**config.mk**
```make
export PLATFORM = sky130hd
export DESIGN_NAME = word_punct_tokenizer_flat
export DESIGN_NICKNAME = d
export VERILOG_FILES = /design/src/sv/wpt_pkg.sv /design/src/sv/wpt_text_if.sv /design/src/sv/wpt_token_if.sv /design/src/sv/wpt_result_fifo.sv /design/src/sv/word_punct_tokenizer.sv /design/src/flat_wrapper.sv
export SDC_FILE = /design/constraint.sdc
export NUM_CORES = 1
export LEC_CHECK = 0
export BUFFER_PORTS_ARGS = -buffer_cell sky130_fd_sc_hd__buf_4
export CAP_MARGIN = 5
export CORE_MARGIN = 1
export CORE_UTILIZATION = 40
export CTS_BUF_LIST = sky130_fd_sc_hd__clkbuf_8
export CTS_CLUSTER_SIZE = 12
export DETAILED_ROUTE_END_ITERATION = 8
export GPL_TIMING_DRIVEN = 0
export PLACE_DENSITY = 0.62
export RECOVER_POWER = 100
export SYNTH_ARGS = -nofsm -noshare
export SYNTH_HDL_FRONTEND = slang
export SYNTH_SLANG_ARGS = --single-unit
```
**constraint.sdc**
```tcl
create_clock -name clk -period 5.2 [get_ports clk]
set_clock_uncertainty 0.2 [all_clocks]
set_input_delay 0 -clock clk [delete_from_list [all_inputs] [get_ports clk]]
set_output_delay 0 -clock clk [all_outputs]
set_load 0.03 [all_outputs]
```
**src/sv/wpt_pkg.sv**
```systemverilog
// wpt_pkg: shared types, field widths, codes and the byte classifier
// for the word/punctuation tokenizer. No dependencies.
`timescale 1ns / 1ps

package wpt_pkg;

  localparam int TOKEN_START_W  = 12;
  localparam int TOKEN_LENGTH_W = 13;
  localparam int TOKEN_KIND_W   = 2;
  localparam int TOKEN_TOTAL_W  = 9;

  localparam logic OP_BYTE = 1'b0;
  localparam logic OP_END  = 1'b1;

  localparam logic [1:0] CLS_NONE  = 2'd0;
  localparam logic [1:0] CLS_WORD  = 2'd1;
  localparam logic [1:0] CLS_PUNCT = 2'd2;

  localparam logic [TOKEN_KIND_W-1:0] KIND_WORD     = 2'd0;
  localparam logic [TOKEN_KIND_W-1:0] KIND_PUNCT    = 2'd1;
  localparam logic [TOKEN_KIND_W-1:0] KIND_QUESTION = 2'd2;

  localparam logic [7:0] CH_QUESTION   = 8'h3F;
  localparam logic [7:0] CH_UNDERSCORE = 8'h5F;
  localparam logic [7:0] CH_HYPHEN     = 8'h2D;
  localparam logic [7:0] CH_APOSTROPHE = 8'h27;

  typedef struct packed {
    logic                      is_token;
    logic [TOKEN_START_W-1:0]  token_start;
    logic [TOKEN_LENGTH_W-1:0] token_length;
    logic [TOKEN_KIND_W-1:0]   token_kind;
    logic [TOKEN_TOTAL_W-1:0]  token_total;
    logic                      truncated;
    logic                      last;
  } wpt_result_t;

  typedef struct packed {
    logic        valid;
    logic        two;
    wpt_result_t r0;
    wpt_result_t r1;
  } wpt_push_t;

  function automatic logic [1:0] wpt_classify(input logic [7:0] b);
    logic [1:0] cls;
    cls = CLS_NONE;
    if ((b >= 8'd48 && b <= 8'd57) || (b >= 8'd65 && b <= 8'd90) ||
        (b >= 8'd97 && b <= 8'd122) || b == CH_APOSTROPHE ||
        b == CH_UNDERSCORE || b == CH_HYPHEN) begin
      cls = CLS_WORD;
    end else if ((b >= 8'd33 && b <= 8'd47) || (b >= 8'd58 && b <= 8'd64) ||
                 (b >= 8'd91 && b <= 8'd96) || (b >= 8'd123 && b <= 8'd126)) begin
      cls = CLS_PUNCT;
    end
    return cls;
  endfunction

endpackage

```
**src/sv/wpt_text_if.sv**
```systemverilog
// wpt_text_if: input channel of the tokenizer, one text byte or end mark
// per request. Depends on wpt_pkg.
`timescale 1ns / 1ps

interface wpt_text_if import wpt_pkg::*; ();
  logic       valid;
  logic       ready;
  logic       opcode;
  logic [7:0] text_byte;

  modport source (output valid, output opcode, output text_byte, input ready);
  modport sink (input valid, input opcode, input text_byte, output ready);
endinterface

```
**src/sv/wpt_token_if.sv**
```systemverilog
// wpt_token_if: result channel of the tokenizer, one token or summary per
// request. Depends on wpt_pkg.
`timescale 1ns / 1ps

interface wpt_token_if import wpt_pkg::*; ();
  logic                      valid;
  logic                      ready;
  logic                      is_token;
  logic [TOKEN_START_W-1:0]  token_start;
  logic [TOKEN_LENGTH_W-1:0] token_length;
  logic [TOKEN_KIND_W-1:0]   token_kind;
  logic [TOKEN_TOTAL_W-1:0]  token_total;
  logic                      truncated;
  logic                      last;

  modport source (output valid, output is_token, output token_start, output token_length,
                  output token_kind, output token_total, output truncated, output last,
                  input ready);
  modport sink (input valid, input is_token, input token_start, input token_length,
                input token_kind, input token_total, input truncated, input last,
                output ready);
endinterface

```
**src/sv/wpt_result_fifo.sv**
```systemverilog
// wpt_result_fifo: two-entry result queue, each entry one or two results,
// drained one result per request. Depends on wpt_pkg and wpt_token_if.
`timescale 1ns / 1ps

module wpt_result_fifo import wpt_pkg::*; (
  input  logic               clk,
  input  logic               rst,
  input  wpt_push_t          push,
  output logic               full,
  wpt_token_if.source        tokens
);

  wpt_push_t   ent [2];
  logic        wptr;
  logic        rptr;
  logic [1:0]  count;
  logic        sub;
  wpt_push_t   head;
  wpt_result_t res;
  logic        pop_res;
  logic        pop_ent;

  assign head    = ent[rptr];
  assign res     = sub ? head.r1 : head.r0;
  assign full    = (count == 2'd2);
  assign pop_res = tokens.valid && tokens.ready;
  assign pop_ent = pop_res && (sub || !head.two);

  assign tokens.valid        = (count != 2'd0);
  assign tokens.is_token     = res.is_token;
  assign tokens.token_start  = res.token_start;
  assign tokens.token_length = res.token_length;
  assign tokens.token_kind   = res.token_kind;
  assign tokens.token_total  = res.token_total;
  assign tokens.truncated    = res.truncated;
  assign tokens.last         = res.last;

  always_ff @(posedge clk) begin
    if (push.valid) begin
      ent[wptr] <= push;
    end
  end

  always_ff @(posedge clk) begin
    if (rst) begin
      wptr  <= 1'b0;
      rptr  <= 1'b0;
      count <= 2'd0;
      sub   <= 1'b0;
    end else begin
      if (push.valid) begin
        wptr <= ~wptr;
      end
      if (pop_ent) begin
        rptr <= ~rptr;
      end
      if (pop_res) begin
        sub <= !pop_ent;
      end
      count <= count + {1'b0, push.valid} - {1'b0, pop_ent};
    end
  end

`ifndef NO_ASSERTIONS
  a_no_push_full: assert property (@(posedge clk) disable iff (rst) full |-> !push.valid)
    else $error("push into full result queue");
  a_count_range: assert property (@(posedge clk) disable iff (rst) count != 2'd3)
    else $error("result queue count out of range");
  a_sub_two: assert property (@(posedge clk) disable iff (rst) sub |-> (head.two && count != 2'd0))
    else $error("second slot read from single-result entry");
  a_sub_last: assert property (@(posedge clk) disable iff (rst)
      (tokens.valid && sub) |-> tokens.last)
    else $error("second result of an entry not marked last");
`endif

endmodule

```
**src/sv/word_punct_tokenizer.sv**
```systemverilog
// word_punct_tokenizer: splits a byte stream into word and punctuation
// tokens. Depends on wpt_pkg, wpt_text_if, wpt_token_if, wpt_result_fifo.
`timescale 1ns / 1ps
//
// channel  | dir | payload
// ---------+-----+-------------------------------------------------------
// text     | in  | opcode, text_byte
// tokens   | out | is_token, token_start, token_length, token_kind,
//          |     | token_total, truncated, last
//
// one request per ready cycle; a byte's token is queued the same edge
// an end mark queues up to two results, drained one per ready cycle
// results are registered in the result queue, which holds two entries
// text.ready drops only while the result queue is full
// rst clears the run state, counters and queue; no clearing pass

module word_punct_tokenizer import wpt_pkg::*; #(
  parameter int MAX_TOKENS = 256,
  parameter int MAX_TEXT   = 4096
) (
  input  logic        clk,
  input  logic        rst,
  wpt_text_if.sink    text,
  wpt_token_if.source tokens
);

  localparam int POS_W   = $clog2(MAX_TEXT + 1);
  localparam int START_W = $clog2(MAX_TEXT);
  localparam int CNT_W   = $clog2(MAX_TOKENS + 1);

  logic [1:0]         run_mode;
  logic [START_W-1:0] run_start;
  logic [POS_W-1:0]   run_length;
  logic               run_is_question;
  logic [POS_W-1:0]   byte_position;
  logic [CNT_W-1:0]   token_counter;
  logic               dropped_flag;

  logic [1:0]         run_mode_next;
  logic [START_W-1:0] run_start_next;
  logic [POS_W-1:0]   run_length_next;
  logic               run_is_question_next;
  logic [POS_W-1:0]   byte_position_next;
  logic [CNT_W-1:0]   token_counter_next;
  logic               dropped_flag_next;

  logic               accept;
  logic               full;
  logic               eot;
  logic               pos_ok;
  logic [1:0]         cls;
  logic               do_close;
  logic               emit;
  logic               close_drop;
  logic [CNT_W-1:0]   cnt_after;
  logic [TOKEN_KIND_W-1:0] kind;
  wpt_result_t        tok_res;
  wpt_result_t        sum_res;
  wpt_push_t          push;

  assign text.ready = !full;
  assign accept     = text.valid && text.ready;
  assign eot        = (text.opcode == OP_END);
  assign pos_ok     = (byte_position < POS_W'(MAX_TEXT));
  assign cls        = wpt_classify(text.text_byte);
  assign do_close   = (run_mode != CLS_NONE) && (eot || (pos_ok && cls != run_mode));
  assign emit       = do_close && (token_counter < CNT_W'(MAX_TOKENS));
  assign close_drop = do_close && !emit;
  assign cnt_after  = token_counter + CNT_W'(emit);

  always_comb begin
    kind = KIND_WORD;
    if (run_mode == CLS_PUNCT) begin
      kind = (run_length == POS_W'(1) && run_is_question) ? KIND_QUESTION : KIND_PUNCT;
    end
  end

  always_comb begin
    tok_res.is_token     = 1'b1;
    tok_res.token_start  = TOKEN_START_W'(run_start);
    tok_res.token_length = TOKEN_LENGTH_W'(run_length);
    tok_res.token_kind   = kind;
    tok_res.token_total  = TOKEN_TOTAL_W'(cnt_after);
    tok_res.truncated    = dropped_flag;
    tok_res.last         = !eot;

    sum_res.is_token     = 1'b0;
    sum_res.token_start  = '0;
    sum_res.token_length = '0;
    sum_res.token_kind   = KIND_WORD;
    sum_res.token_total  = TOKEN_TOTAL_W'(cnt_after);
    sum_res.truncated    = dropped_flag || close_drop;
    sum_res.last         = 1'b1;

    push.valid = accept && (eot || emit);
    push.two   = eot && emit;
    push.r0    = (eot && !emit) ? sum_res : tok_res;
    push.r1    = sum_res;
  end

  always_comb begin
    run_mode_next        = run_mode;
    run_start_next       = run_start;
    run_length_next      = run_length;
    run_is_question_next = run_is_question;
    byte_position_next   = byte_position;
    token_counter_next   = token_counter;
    dropped_flag_next    = dropped_flag;
    if (eot) begin
      run_mode_next        = CLS_NONE;
      run_start_next       = '0;
      run_length_next      = '0;
      run_is_question_next = 1'b0;
      byte_position_next   = '0;
      token_counter_next   = '0;
      dropped_flag_next    = 1'b0;
    end else if (!pos_ok) begin
      dropped_flag_next = 1'b1;
    end else begin
      token_counter_next = cnt_after;
      dropped_flag_next  = dropped_flag || close_drop;
      byte_position_next = byte_position + POS_W'(1);
      if (do_close) begin
        run_mode_next        = CLS_NONE;
        run_start_next       = '0;
        run_length_next      = '0;
        run_is_question_next = 1'b0;
      end
      if (cls != CLS_NONE) begin
        if (run_mode == cls) begin
          run_length_next = run_length + POS_W'(1);
        end else begin
          run_mode_next        = cls;
          run_start_next       = START_W'(byte_position);
          run_length_next      = POS_W'(1);
          run_is_question_next = (text.text_byte == CH_QUESTION);
        end
      end
    end
  end

  always_ff @(posedge clk) begin
    if (rst) begin
      run_mode        <= CLS_NONE;
      run_start       <= '0;
      run_length      <= '0;
      run_is_question <= 1'b0;
      byte_position   <= '0;
      token_counter   <= '0;
      dropped_flag    <= 1'b0;
    end else if (accept) begin
      run_mode        <= run_mode_next;
      run_start       <= run_start_next;
      run_length      <= run_length_next;
      run_is_question <= run_is_question_next;
      byte_position   <= byte_position_next;
      token_counter   <= token_counter_next;
      dropped_flag    <= dropped_flag_next;
    end
  end

  wpt_result_fifo u_fifo (
    .clk    (clk),
    .rst    (rst),
    .push   (push),
    .full   (full),
    .tokens (tokens)
  );

`ifndef NO_ASSERTIONS
  a_pos_sat: assert property (@(posedge clk) disable iff (rst)
      byte_position <= POS_W'(MAX_TEXT))
    else $error("byte position past text limit");
  a_cnt_sat: assert property (@(posedge clk) disable iff (rst)
      token_counter <= CNT_W'(MAX_TOKENS))
    else $error("token counter past token limit");
  a_run_len: assert property (@(posedge clk) disable iff (rst)
      (run_mode != CLS_NONE) == (run_length != '0))
    else $error("open run and run length disagree");
  a_eot_clear: assert property (@(posedge clk) disable iff (rst)
      (accept && eot) |=> (byte_position == '0 && token_counter == '0 && !dropped_flag))
    else $error("state not cleared after end of text");
`endif

endmodule

```
**src/flat_wrapper.sv**
```systemverilog
// flat-port wrapper written by rule: the top's interface ports become plain ports
module word_punct_tokenizer_flat import wpt_pkg::*;
#(
  parameter int MAX_TOKENS = 256,
  parameter int MAX_TEXT   = 4096
)
  (clk, rst, text_valid, text_opcode, text_text_byte, text_ready, tokens_valid, tokens_is_token, tokens_token_start, tokens_token_length, tokens_token_kind, tokens_token_total, tokens_truncated, tokens_last, tokens_ready);
  wpt_text_if text_i ();
  wpt_token_if tokens_i ();
  input  logic clk;
  input  logic rst;
  input wire logic [$bits(text_i.valid)-1:0] text_valid;
  input wire logic [$bits(text_i.opcode)-1:0] text_opcode;
  input wire logic [$bits(text_i.text_byte)-1:0] text_text_byte;
  output wire logic [$bits(text_i.ready)-1:0] text_ready;
  output wire logic [$bits(tokens_i.valid)-1:0] tokens_valid;
  output wire logic [$bits(tokens_i.is_token)-1:0] tokens_is_token;
  output wire logic [$bits(tokens_i.token_start)-1:0] tokens_token_start;
  output wire logic [$bits(tokens_i.token_length)-1:0] tokens_token_length;
  output wire logic [$bits(tokens_i.token_kind)-1:0] tokens_token_kind;
  output wire logic [$bits(tokens_i.token_total)-1:0] tokens_token_total;
  output wire logic [$bits(tokens_i.truncated)-1:0] tokens_truncated;
  output wire logic [$bits(tokens_i.last)-1:0] tokens_last;
  input wire logic [$bits(tokens_i.ready)-1:0] tokens_ready;
  assign text_i.valid = text_valid;
  assign text_i.opcode = text_opcode;
  assign text_i.text_byte = text_text_byte;
  assign text_ready = text_i.ready;
  assign tokens_valid = tokens_i.valid;
  assign tokens_is_token = tokens_i.is_token;
  assign tokens_token_start = tokens_i.token_start;
  assign tokens_token_length = tokens_i.token_length;
  assign tokens_token_kind = tokens_i.token_kind;
  assign tokens_token_total = tokens_i.token_total;
  assign tokens_truncated = tokens_i.truncated;
  assign tokens_last = tokens_i.last;
  assign tokens_i.ready = tokens_ready;
  word_punct_tokenizer #(.MAX_TOKENS(MAX_TOKENS), .MAX_TEXT(MAX_TEXT)) u_core (.clk(clk), .rst(rst), .text(text_i), .tokens(tokens_i));
endmodule
```
Word-level counts from Yosys, hierarchy flattened. Memories as Yosys holds them, arrays and structs flattened. A register that Yosys moved wholly into a read port is not among the register bits. Index checks and enable logic that the tools add are counted.

$add $sub $neg: 5. $lt $le $gt $ge: 16. Eq/ne operators: 9. Muxes and demuxes: 36. Bitwise operators: 2. Reduce and logical (&&, ||, !) cells: 42.

Operator list (count): $mux 13 (7); $mux 39 (2); $mux 12 (5); $le 8x7->1 const B (5); $ge 8x7->1 const B (4); $add 13x1->13 const B (2); $eq 8x6->1 const B (3); $ge 8x6->1 const B (3); $logic_and 1x1->1 (18); $mux 2 (9); $mux 9 (2); $le 8x6->1 const B (2); $eq 13x1->1 const B (1); $lt 13x13->1 const B (1); $logic_or 1x1->1 (12); $mux 1 (11); $add 9x1->9 (1); $lt 9x9->1 const B (1); $eq 8x7->1 const B (1); $reduce_bool 2->1 (4); $logic_not 1->1 (5); $eq 2x2->1 const B (2); $reduce_and 3->1 (1); $reduce_bool 3->1 (1); other kinds (6) (7).

Register bits after elaboration: 56. RAM bits: 102. Input bits: 13. Output and inout port bits: 41. Word-level logic and storage cells: 122. Memories kept: 1.

Memory list: u_core.u_fifo.ent (depth 2, width 51, read ports 1, clocked after memory_dff 1, write ports 1, line wpt_result_fifo.sv:13) `wpt_push_t ent [2];`.

Logic depth before layout (Yosys ltp). Gate-level depths: netlist of run 1.

Word-level depth: 18. Depth in mapped cells: 15. Gate-level depth less buffers: 13.

Modules after synthesis. A second synthesis of run 1 with hierarchy kept.

Cells, all modules: 655. Area, all modules: 9250.1 µm².

Modules (own cells, without submodules): wpt_result_fifo (instances 1, cells an instance 240, area each 6012.0 µm², sequential area each 4864.7 µm²); word_punct_tokenizer (instances 1, cells an instance 415, area each 3238.1 µm², sequential area each 1021.0 µm²).

Worst setup path before layout of run 1. OpenSTA, ideal clock, no wires.

Path kind: input to register. Start: in text_text_byte[1]. End: mem u_core.u_fifo.ent[0][0] (netlist name), enable pin. Setup time: 440 ps. Data arrival time: 3419 ps. Data required time: 4560 ps. Setup slack: 1141 ps. Cell stages on the path: 9. Buffers on the path: 2. Path through: clkbuf_1 or4_1 o32ai_1 a311o_1 buf_2 and2_1 a221o_1 o211ai_1 nor2_1.

Cells in the longest elaborated chain, start to end: 17. Elaborated cells on any way between the ends: 43. Classes of those cells: order compare: 14; eq/ne: 4; mux: 4; reduce/logical: 21.

Ends and longest elaborated chain: from (decl) (line flat_wrapper.sv:14) `input wire logic [$bits(text_i.text_byte)-1:0] text_text_byte;`; $ge 8x6->1 (tied with other cells) (line wpt_pkg.sv:48) `if ((b >= 8'd48 && b <= 8'd57) || (b >= 8'd65 && b <= 8'd90) ||`; $logic_and 1x1->1 (line wpt_pkg.sv:48); $logic_or 1x1->1 (2 in a row) (line wpt_pkg.sv:48); $logic_or 1x1->1 (2 in a row) (line wpt_pkg.sv:49) `(b >= 8'd97 && b <= 8'd122) || b == CH_APOSTROPHE ||`; $logic_or 1x1->1 (line wpt_pkg.sv:50) `b == CH_UNDERSCORE || b == CH_HYPHEN) begin`; $mux 2 (*) (line wpt_pkg.sv:48); $ne 2x2->1 (*) (line word_punct_tokenizer.sv:66) `assign do_close = (run_mode != CLS_NONE) && (eot || (pos_ok && cls != run_mode));`; $logic_and 1x1->1 (*) (line word_punct_tokenizer.sv:66); $logic_or 1x1->1 (*) (line word_punct_tokenizer.sv:66); $logic_and 1x1->1 (*) (line word_punct_tokenizer.sv:66); $logic_and 1x1->1 (*) (line word_punct_tokenizer.sv:67) `assign emit = do_close && (token_counter < CNT_W'(MAX_TOKENS));`; $logic_or 1x1->1 (*) (line word_punct_tokenizer.sv:95) `push.valid = accept && (eot || emit);`; $logic_and 1x1->1 (*) (line word_punct_tokenizer.sv:95); $mux 1 (*) (line wpt_result_fifo.sv:39) `if (push.valid) begin`; $mux 1 (implied by the code) (*) (line wpt_result_fifo.sv:40) `ent[wptr] <= push;`; to (decl) (line wpt_result_fifo.sv:13).

Every way passes the cells marked *; elsewhere a longest branch is shown, timed or not.

Worst setup path in the final report of run 1.
Start: in text_text_byte[7]. End: mem u_core.u_fifo.ent[1][30] (netlist name), enable pin.

The elaborated chain is that of the path after synthesis.

==> flow_summary.ini, run 1 <==
[synth]
ys_top_cells_by_count = edfxtp_1, nor2_1, dfxtp_1, nand2_1, mux2i_1
synth-edff-count = 82
yosysUniqueCellTypes = 69
synthArstFlopShare = 0
ys.flop_type = edfxtp_1
yosys-top-cells-area = edfxtp_1, dfxtp_1, mux2i_1
ys_ff_latch = 139
yosysWarnings = 0
synth_top_area_cell = edfxtp_1
yosysTopAreaCellShare = 0.3936
postSynthAreaPerCell_um2 = 11.23
synth.net_count = 576
syn_area_um2 = 6256
yosysMostFrequentCell = edfxtp_1
ys_seq_area_frac = 0.5760
synth_cells = 557

[route]
ant_nets = 0
drt-total-wl_mm = 13.30
num_vias = 4451
viasPerCell = 5.176
drc_errors = 0
drt-pass1-iter-count = 5
wl_per_cell_um = 15.47
first_iter_violations = 383

[finish]
nets = 655
drive_above_1_share = 0.09245
multi_input_area_um2 = 2459
fin_util = 0.4738
instances_no_fill = 860
regArea_um2 = 3603
diodes = 0
num-fill-cells = 1430
area_delta_synth_final_pct = 15.56

[timing]
final_hold_viol_count = 0
post-route-min-period_ns = 3.734
fin_ws_ns = 1.466
max_slew_margin = -0.006928
rsz0062_at_grt = no
fin_crit_sh = 0.7181
fmax_mhz = 267.8
worst_slew_pin_slew_ns = 1.505
setup-violations-final = 0
hold_ws_ns = 0.1053
slew_violations = 14
tns_ns = 0

[clocking]
clk_latency_ns = 0.45
cts_tree = built
cts_max_path_buffers = 2
postCtsSetupRepairBufs = 0
cts.sinks = 139
root_buffer = clkbuf_8
numCtsBuffers = 17
htreeDepth = 4
path_clk_slew_ns = 0.08

[place]
gp_congestion = 0.8294
numPortBuffers = 51
place_hpwl_mm = 9.229
dp_slack_ns = 1.665
place_inst = 821

[global_route]
grt_start_max_net_pins = 29
grt_pass1_wl_mm = 21.19
grt_pass1_vias = 4292
track_usage = 0.1713
antenna_found_initial = 0
grt-ovfl-total = 0

[worst_setup_path]
cp.required_ns = 5.14
cp_max_fo = 28
r2r_slack_ns = 1.97
end_kind = flip-flop
arrival_ns = 3.68
startpoint_type = primary input
worstSetupPathType = in -> reg

[job]
maxCapViolCount = 2

[floorplan]
fp-row-count = 45
initial_utilization = 0.4100
core_um2 = 15260
die_y_um = 127.1
fp.dieArea_um2 = 16140
top_level_ports = 54
die_w_um = 127.1

[outcome]
violations = max-capacitance violations, max-slew violations
outcome = finished, violations left

[power_and_ir_drop]
cellPowerDensity_nw_per_um2 = 406.4
p_leak_nw = 2.498
ir_worst_vdd_mv = 0.1676

[min_path]
min_path_type = in -> reg
-- cells by family after synthesis --
family / after synthesis / share of synthesized area
buffers and inverters: 42 / 0.02760
AO/OA/AOI/OAI: 101 / 0.1222
AND/OR/NAND/NOR: 208 / 0.1646
XOR/XNOR: 20 / 0.02800
multiplexers: 41 / 0.06960
flip-flops: 139 / 0.5760
adder cells (fa/ha/maj): 6 / 0.01200
-- flip-flops by register name, indices dropped and copies added (netlist names), named ones only --
signal and cells:
u_core.run_mode 2, u_core.byte_position 13, u_core.run_start 12, u_core.u_fifo.count 2, u_core.run_length 13, u_core.u_fifo.rptr 1
u_core.token_counter 9, u_core.u_fifo.wptr 1, u_core.u_fifo.ent 82, u_core.dropped_flag 1, u_core.u_fifo.sub 1, u_core.run_is_question 1
-- worst max-delay path: stages --
cell and delay, ns:
dlygate4sd3_1 0.52, clkbuf_1 0.18, nor3b_1 0.10, o221ai_1 0.09
o31a_1 0.18, clkbuf_1 0.35, and2_0 0.32, a221o_1 0.20
o211ai_1 0.21, nor2_1 1.19, buf_12 0.31
-- per-layer routing --
metal	up-vias	global-route usage	share of wire
met2	110	0.2867	0.48
met4	0	0.07913	0.017
li1	2204	-	-
met5	-	0	0
met3	18	0.04104	0.039
met1	2119	0.2097	0.46
-- path summary, 6_finish.rpt --
check / depth (start not counted) / from / end
worst max-delay path: 11 / text_text_byte[7] / u_core.u_fifo.ent[1][30]
worst max register to register: 6 / u_core.u_fifo.count[0] / u_core.u_fifo.ent[1][30]
worst min-delay path: 6 / text_text_byte[5] / u_core.run_length[0]
worst min register to register: 1 / u_core.run_start[5] / u_core.run_start[5]
-- metrics by stage --
stage | area [um2] | total power, mW
2_1_floorplan | 6256 | 1.866
3_3_place_gp | 6903 | 2.148
3_5_place_dp | 6958 | 2.168
4_1_cts | 7435 | 3.067
5_1_grt | 7229 | 3.071
6_report | 7229 | 2.938
-- cell type report --
cell class	count	share of cell area
clock buffer	17	0.03236
clock inverter	15	0.02388
sequential	139	0.4984
inverter	12	0.006231
buffer	30	0.01610
multi-input combinational	376	0.3401
tap	211	0.03652
timing repair buffer	60	0.04638
-- where the power goes --
part           leakage (nW)  total (mW)  switching [mW]  internal [mW]
combinational          1.06       0.764           0.548          0.216
clock                 0.214       0.903           0.429          0.475
sequential             1.22        1.27          0.0283           1.24
-- cells in the final DEF (no fill, tap or decap), drive strengths merged, types with 3 or more instances in the layout --
| cell type | count |
|---|---|
| mux2 | 10 |
| xnor2 | 9 |
| dfxtp | 57 |
| inv | 18 |
| a22o | 16 |
| o31ai | 7 |
| a31o | 3 |
| or3 | 6 |
| a21oi | 19 |
| nor3b | 3 |
| clkinv | 5 |
| nand3 | 13 |
| nor3 | 7 |
| dlygate4sd3 | 7 |
| edfxtp | 82 |
| o21a | 3 |
| mux2i | 30 |
| and2 | 8 |
| a31oi | 7 |
| clkbuf | 84 |
| nand4 | 6 |
| and3 | 7 |
| nor2 | 75 |
| xor2 | 11 |
| nand2b | 9 |
| o21ai | 15 |
| a32oi | 3 |
| bufinv | 3 |
| nor2b | 27 |
| nand2 | 35 |
| ha | 6 |
| buf | 16 |
| a22oi | 4 |
-- repair_timing --
action	in CTS	in global routing
endpoints found under the setup margin	0	0
hold buffers	7	0
hold endpoints to repair	10	0
resized for setup	0	0
Power figures use the tool's default switching activity.
==> inputs of run 2 (changes only) <==
--- a/config.mk
+++ b/config.mk
@@ -5,6 +5,7 @@
 export SDC_FILE = /design/constraint.sdc
 export NUM_CORES = 1
 export LEC_CHECK = 0
+export ABC_AREA = 1
 export BUFFER_PORTS_ARGS = -buffer_cell sky130_fd_sc_hd__buf_4
 export CAP_MARGIN = 5
 export CORE_MARGIN = 1
@@ -13,7 +14,7 @@
 export CTS_CLUSTER_SIZE = 12
 export DETAILED_ROUTE_END_ITERATION = 8
 export GPL_TIMING_DRIVEN = 0
-export PLACE_DENSITY = 0.62
+export PLACE_DENSITY = 0.64
 export RECOVER_POWER = 100
 export SYNTH_ARGS = -nofsm -noshare
 export SYNTH_HDL_FRONTEND = slang
==> constraint.sdc (replaced) <==
create_clock -name clk -period 3.2 [get_ports clk]
set_clock_uncertainty 0.2 [all_clocks]
set_input_delay 0 -clock clk [delete_from_list [all_inputs] [get_ports clk]]
set_output_delay 0 -clock clk [all_outputs]
set_load 0.03 [all_outputs]
==> flow_summary.ini, run 2 <==
[outcome]
outcome = complete, no violations

[finish]
num-fill-cells = 1559
layout_commonest_cell = nor2_1
fin_util = 0.4707
area_delta_synth_final_pct = 14.75
top_register = u_core.u_fifo.ent
final_cell_mix = nor2_1, nand2_1, edfxtp_1
diodes = 0
instances_no_fill = 1033
nets = 823
drive_above_1_share = 0.1102
reg_top3 = u_core.u_fifo.ent: 82 flops, u_core.byte_position: 13 flops, u_core.run_length: 13 flops
multi_input_area_um2 = 2412
largest_reg_flops = 82
regArea_um2 = 3603

[timing]
max_slew_margin = 0.4591
slew_violations = 0
fin_crit_sh = 0.9098
rsz0062_at_grt = no
tns_ns = 0
final_hold_viol_count = 0
post-route-min-period_ns = 2.911
worst_slew_pin_slew_ns = 0.8051
setup-violations-final = 0
fmax_mhz = 343.5

[route]
drt-pass1-iter-count = 5
drc_errors = 0
drt-total-wl_mm = 14.12
viasPerCell = 4.827
ant_nets = 0
num_vias = 4986
first_iter_violations = 379
wl_per_cell_um = 13.67

[synth]
yosysWarnings = 0
yosysMostFrequentCell = nor2_1
ys_seq_area_frac = 0.5510
synth.net_count = 739
synth_cells = 720
synth_top_area_cell = edfxtp_1
ys_top_cells_by_count = nor2_1, nand2_1, edfxtp_1, inv_1, dfxtp_1
ys_ff_latch = 139
yosys-top-cells-area = edfxtp_1, dfxtp_1, nor2_1
syn_area_um2 = 6540
postSynthAreaPerCell_um2 = 9.083
yosysTopAreaCellShare = 0.3765
ys.flop_type = edfxtp_1
yosysUniqueCellTypes = 46
synth-edff-count = 82
synthArstFlopShare = 0

[clocking]
numCtsBuffers = 17
cts_tree = built
postCtsResizedCells = 0
path_clk_slew_ns = 0.08
clk_latency_ns = 0.44
htreeDepth = 4
cts_max_path_buffers = 2
cts.sinks = 139
root_buffer = clkbuf_8

[place]
place_inst = 991
numPortBuffers = 53
gp_congestion = 0.8708
place_hpwl_mm = 10.24

[worst_setup_path]
crit_cells = 15
cp_max_fo = 10
crit_chain = inv_1 > nand2_1 > nand2_1 > nor2_1 > inv_2 > nor2_1 > nand3_1 > nor2_2 > inv_1 > nor3_1 > nand2_1 > nor2_2 > nand3_1 > o21ai_1 > a21oi_1
crit_family = simple AND/OR/NAND/NOR gates
end_kind = flip-flop
r2r_cells = 15
reg2reg_to = u_core.byte_position[11]
r2r_start = u_core.u_fifo.count[0]
startpoint = u_core.u_fifo.count[0]
crit_slowest_cell = nor2_1
r2r_slack_ns = 0.29
setup.worst_path.end = u_core.byte_position[11]
startpoint_type = flip-flop
path_common_cell = nand2_1
cpPeakStageDelay_ns = 0.48
cp.required_ns = 3.33
arrival_ns = 3.05
critPathBufInv = 3
worstSetupPathType = reg -> reg

[power_and_ir_drop]
p_leak_nw = 2.683
p_total_mw = 4.650
ir_worst_vdd_mv = 0.3148
cellPowerDensity_nw_per_um2 = 619.6

[global_route]
grt_pass1_vias = 4428
track_usage = 0.1706
antenna_found_initial = 0
grt_start_max_net_pins = 31
grt_pass1_wl_mm = 21.99
grt-ovfl-total = 0

[floorplan]
fp.dieArea_um2 = 16860
die_w_um = 129.9
initial_utilization = 0.4102
die_y_um = 129.9
fp-row-count = 46
core_um2 = 15940
top_level_ports = 54

[min_path]
min_path_type = in -> reg

[job]
maxCapViolCount = 0
-- run 2: layer usage --
metal | vias up | track usage | part of all wire
li1 | 2576 | - | -
met1 | 2311 | 0.2301 | 0.49
met2 | 80 | 0.2746 | 0.46
met3 | 19 | 0.03239 | 0.033
met4 | 0 | 0.05951 | 0.013
met5 | - | 0 | 0
-- run 2: cell families after synthesis --
group	synth area share
AO/OA/AOI/OAI	0.1299
XOR/XNOR	0.01339
adder cells (fa/ha/maj)	0.01148
buffers and inverters	0.06811
flip-flops	0.5510
AND/OR/NAND/NOR	0.2261
-- run 2: repair_timing --
| item | in CTS | in global routing |
|---|---|---|
| hold endpoints to repair | 33 | 0 |
| buffers inserted | 0 | 0 |
| hold buffers | 10 | 0 |
-- run 2: power by group --
group	internal [mW]	switching, mW	total, mW
sequential	2.00	0.0488	2.05
clock	0.771	0.683	1.45
combinational	0.279	0.865	1.14
-- run 2: through the flow --
stage,hold WS (ns),area [um2],worst slack (ns)
floorplan,-0.02000,6540,-0.3298
global placement,0.1363,7208,-1.690
detailed placement,0.1438,7271,0.3237
CTS,0.02458,7782,0.2653
global route,0.09056,7505,0.04186
finish,0.03979,7505,0.2885
-- run 2: worst min-delay path by stage --
stage | startpoint | endpoint | slack (ns) | depth (start not counted)
2_1_floorplan | tokens_ready | u_core.u_fifo.sub | -0.02 | 2
3_3_place_gp | tokens_ready | u_core.u_fifo.sub | 0.14 | 3
3_5_place_dp | tokens_ready | u_core.u_fifo.sub | 0.14 | 3
4_1_cts | text_text_byte[3] | u_core.run_mode[0] | 0.02 | 6
5_1_grt | text_text_byte[4] | u_core.run_mode[1] | 0.09 | 8
6_report | text_text_byte[3] | u_core.run_mode[0] | 0.04 | 6
-- run 2: area by class of cell --
class,instances,area share
Inverter,79,0.03968
Timing Repair Buffer,65,0.05168
Sequential cell,139,0.4802
Clock inverter,15,0.02367
Tap cell,216,0.03601
Clock buffer,17,0.03118
Multi-Input combinational cell,475,0.3214
Buffer,27,0.01617
-- run 2: worst reg2reg max path, delay by kind of cell, from the launching register on --
kind / cells / cell delay (ns)
compound gates: 2 / 0.19
buf+inv: 3 / 0.34
flops: 1 / 0.35
simple gates: 10 / 1.74
==> inputs of run 3 (changes only) <==
--- a/config.mk
+++ b/config.mk
@@ -10,7 +10,6 @@
 export CAP_MARGIN = 5
 export CORE_MARGIN = 1
 export CORE_UTILIZATION = 40
-export CTS_BUF_LIST = sky130_fd_sc_hd__clkbuf_8
 export CTS_CLUSTER_SIZE = 12
 export DETAILED_ROUTE_END_ITERATION = 8
 export GPL_TIMING_DRIVEN = 0
==> flow_summary.ini, run 3 (same netlist as run 2, synthesis figures left out) <==
[min_path]
min_path_type = in -> reg

[worst_setup_path]
worstSetupPathType = in -> reg
path_common_cell = nor2_1
cpPeakStageDelay_ns = 0.53
crit_slowest_cell = dlygate4sd3_1
startpoint_type = primary input
crit_chain = dlygate4sd3_1 > buf_4 > nor2_1 > nand2_1 > nand2_1 > nand4_1 > nand3_1 > nand2_2 > nand2_2 > nand4_4 > nand3_2 > inv_1 > nor2_1 > clkbuf_1 > nor2_1
cp.required_ns = 3.12
cp_max_fo = 10
end_kind = flip-flop
arrival_ns = 2.83

[place]
place_inst = 991
dp_slack_ns = 0.3237
numPortBuffers = 53
place_hpwl_mm = 10.24
dpl_cell_area_um2 = 7271
gp_congestion = 0.8708

[clocking]
clk_latency_ns = 0.41
root_buffer = clkbuf_16
htreeDepth = 4
postCtsResizedCells = 0
path_clk_slew_ns = 0.06
numCtsBuffers = 17
cts_tree = built
cts.sinks = 139
cts_max_path_buffers = 2

[finish]
final_cell_mix = nor2_1, nand2_1, edfxtp_1
reg_top3 = u_core.u_fifo.ent: 82 flops, u_core.byte_position: 13 flops, u_core.run_length: 13 flops
fin_util = 0.4818
top_register = u_core.u_fifo.ent
largest_reg_flops = 82
num-fill-cells = 1540
fin_area_um2 = 7681
nets = 821
area_delta_synth_final_pct = 17.45
layout_commonest_cell = nor2_1
drive_above_1_share = 0.1129
instances_no_fill = 1031
diodes = 0

[job]
maxCapViolCount = 0

[power_and_ir_drop]
ir_worst_vdd_mv = 0.2932
cellPowerDensity_nw_per_um2 = 670.2
p_leak_nw = 2.757

[floorplan]
core_um2 = 15940
die_y_um = 129.9
fp.dieArea_um2 = 16860
top_level_ports = 54
initial_utilization = 0.4102
die_w_um = 129.9
fp-row-count = 46

[global_route]
track_usage = 0.1706
grt_start_max_net_pins = 31
grt_pass1_wl_mm = 22.01
grt_pass1_vias = 4435
grt-ovfl-total = 0
antenna_found_initial = 0

[timing]
slew_violations = 0
fin_crit_sh = 0.9081
fin_ws_ns = 0.2941
max_slew_margin = 0.4094
fmax_mhz = 344.1
rsz0062_at_grt = no
final_hold_viol_count = 0
post-route-min-period_ns = 2.906
worst_slew_pin_slew_ns = 0.8792
setup-violations-final = 0

[route]
drc_errors = 0
viasPerCell = 4.834
drt-total-wl_mm = 14.19
ant_nets = 0
wl_per_cell_um = 13.76
first_iter_violations = 374
num_vias = 4984
drt-pass1-iter-count = 4

[outcome]
outcome = complete, no violations
run 3: cell type report:
| cell class | instances | area [um2] | area share |
|---|---|---|---|
| Buffer | 27 | 127.6 | 0.01662 |
| Clock buffer | 20 | 457.9 | 0.05962 |
| Clock inverter | 12 | 140.1 | 0.01824 |
| Inverter | 79 | 299.0 | 0.03893 |
| Multi-Input combinational cell | 475 | 2415 | 0.3144 |
| Sequential cell | 139 | 3603 | 0.4691 |
| Tap cell | 216 | 270.3 | 0.03518 |
| Timing Repair Buffer | 63 | 367.9 | 0.04789 |
run 3: where the power goes:
part	internal [mW]	total, mW	switching [mW]
clock network	1.20	1.95	0.745
logic	0.279	1.15	0.867
registers	2.01	2.05	0.0484
total	3.49	5.15	1.66
run 3: path summary, 6_finish.rpt:
check,slack [ns],endpoint,start,cells past startpoint
min,0.09,u_core.run_mode[1],text_text_byte[4],8
max reg2reg,0.32,u_core.byte_position[11],u_core.u_fifo.count[0],15
max,0.29,u_core.u_fifo.ent[0][42],text_text_byte[6],15
min reg2reg,0.26,flip-flop,u_core.u_fifo.rptr,1
run 3: layer usage:
layer	GRT usage	vias up	wire [um]
li1	-	2575	-
met1	0.2296	2309	7009
met2	0.2787	92	6619
met3	0.02993	8	438
met4	0.05609	0	121
met5	0	-	0
run 3: through the flow:
step	TNS, ns	power (mW)	hold WS, ns
floorplan	-27.05	2.952	-0.02000
global placement	-132.97	3.384	0.1363
detailed placement	0	3.402	0.1438
CTS	0	5.347	0.06205
global route	0	5.369	0.1161
finish	0	5.148	0.09029
run 3: critical path: cells and delay by family:
family        cells  cell delay [ns]
simple gates     11             1.56
buf+inv           4             1.26
run 3: timing repair:
action                     CTS  global route
setup endpoints to repair    0             0
buffers inserted             0             0
hold endpoints to repair    25             0
hold buffers                 8             0
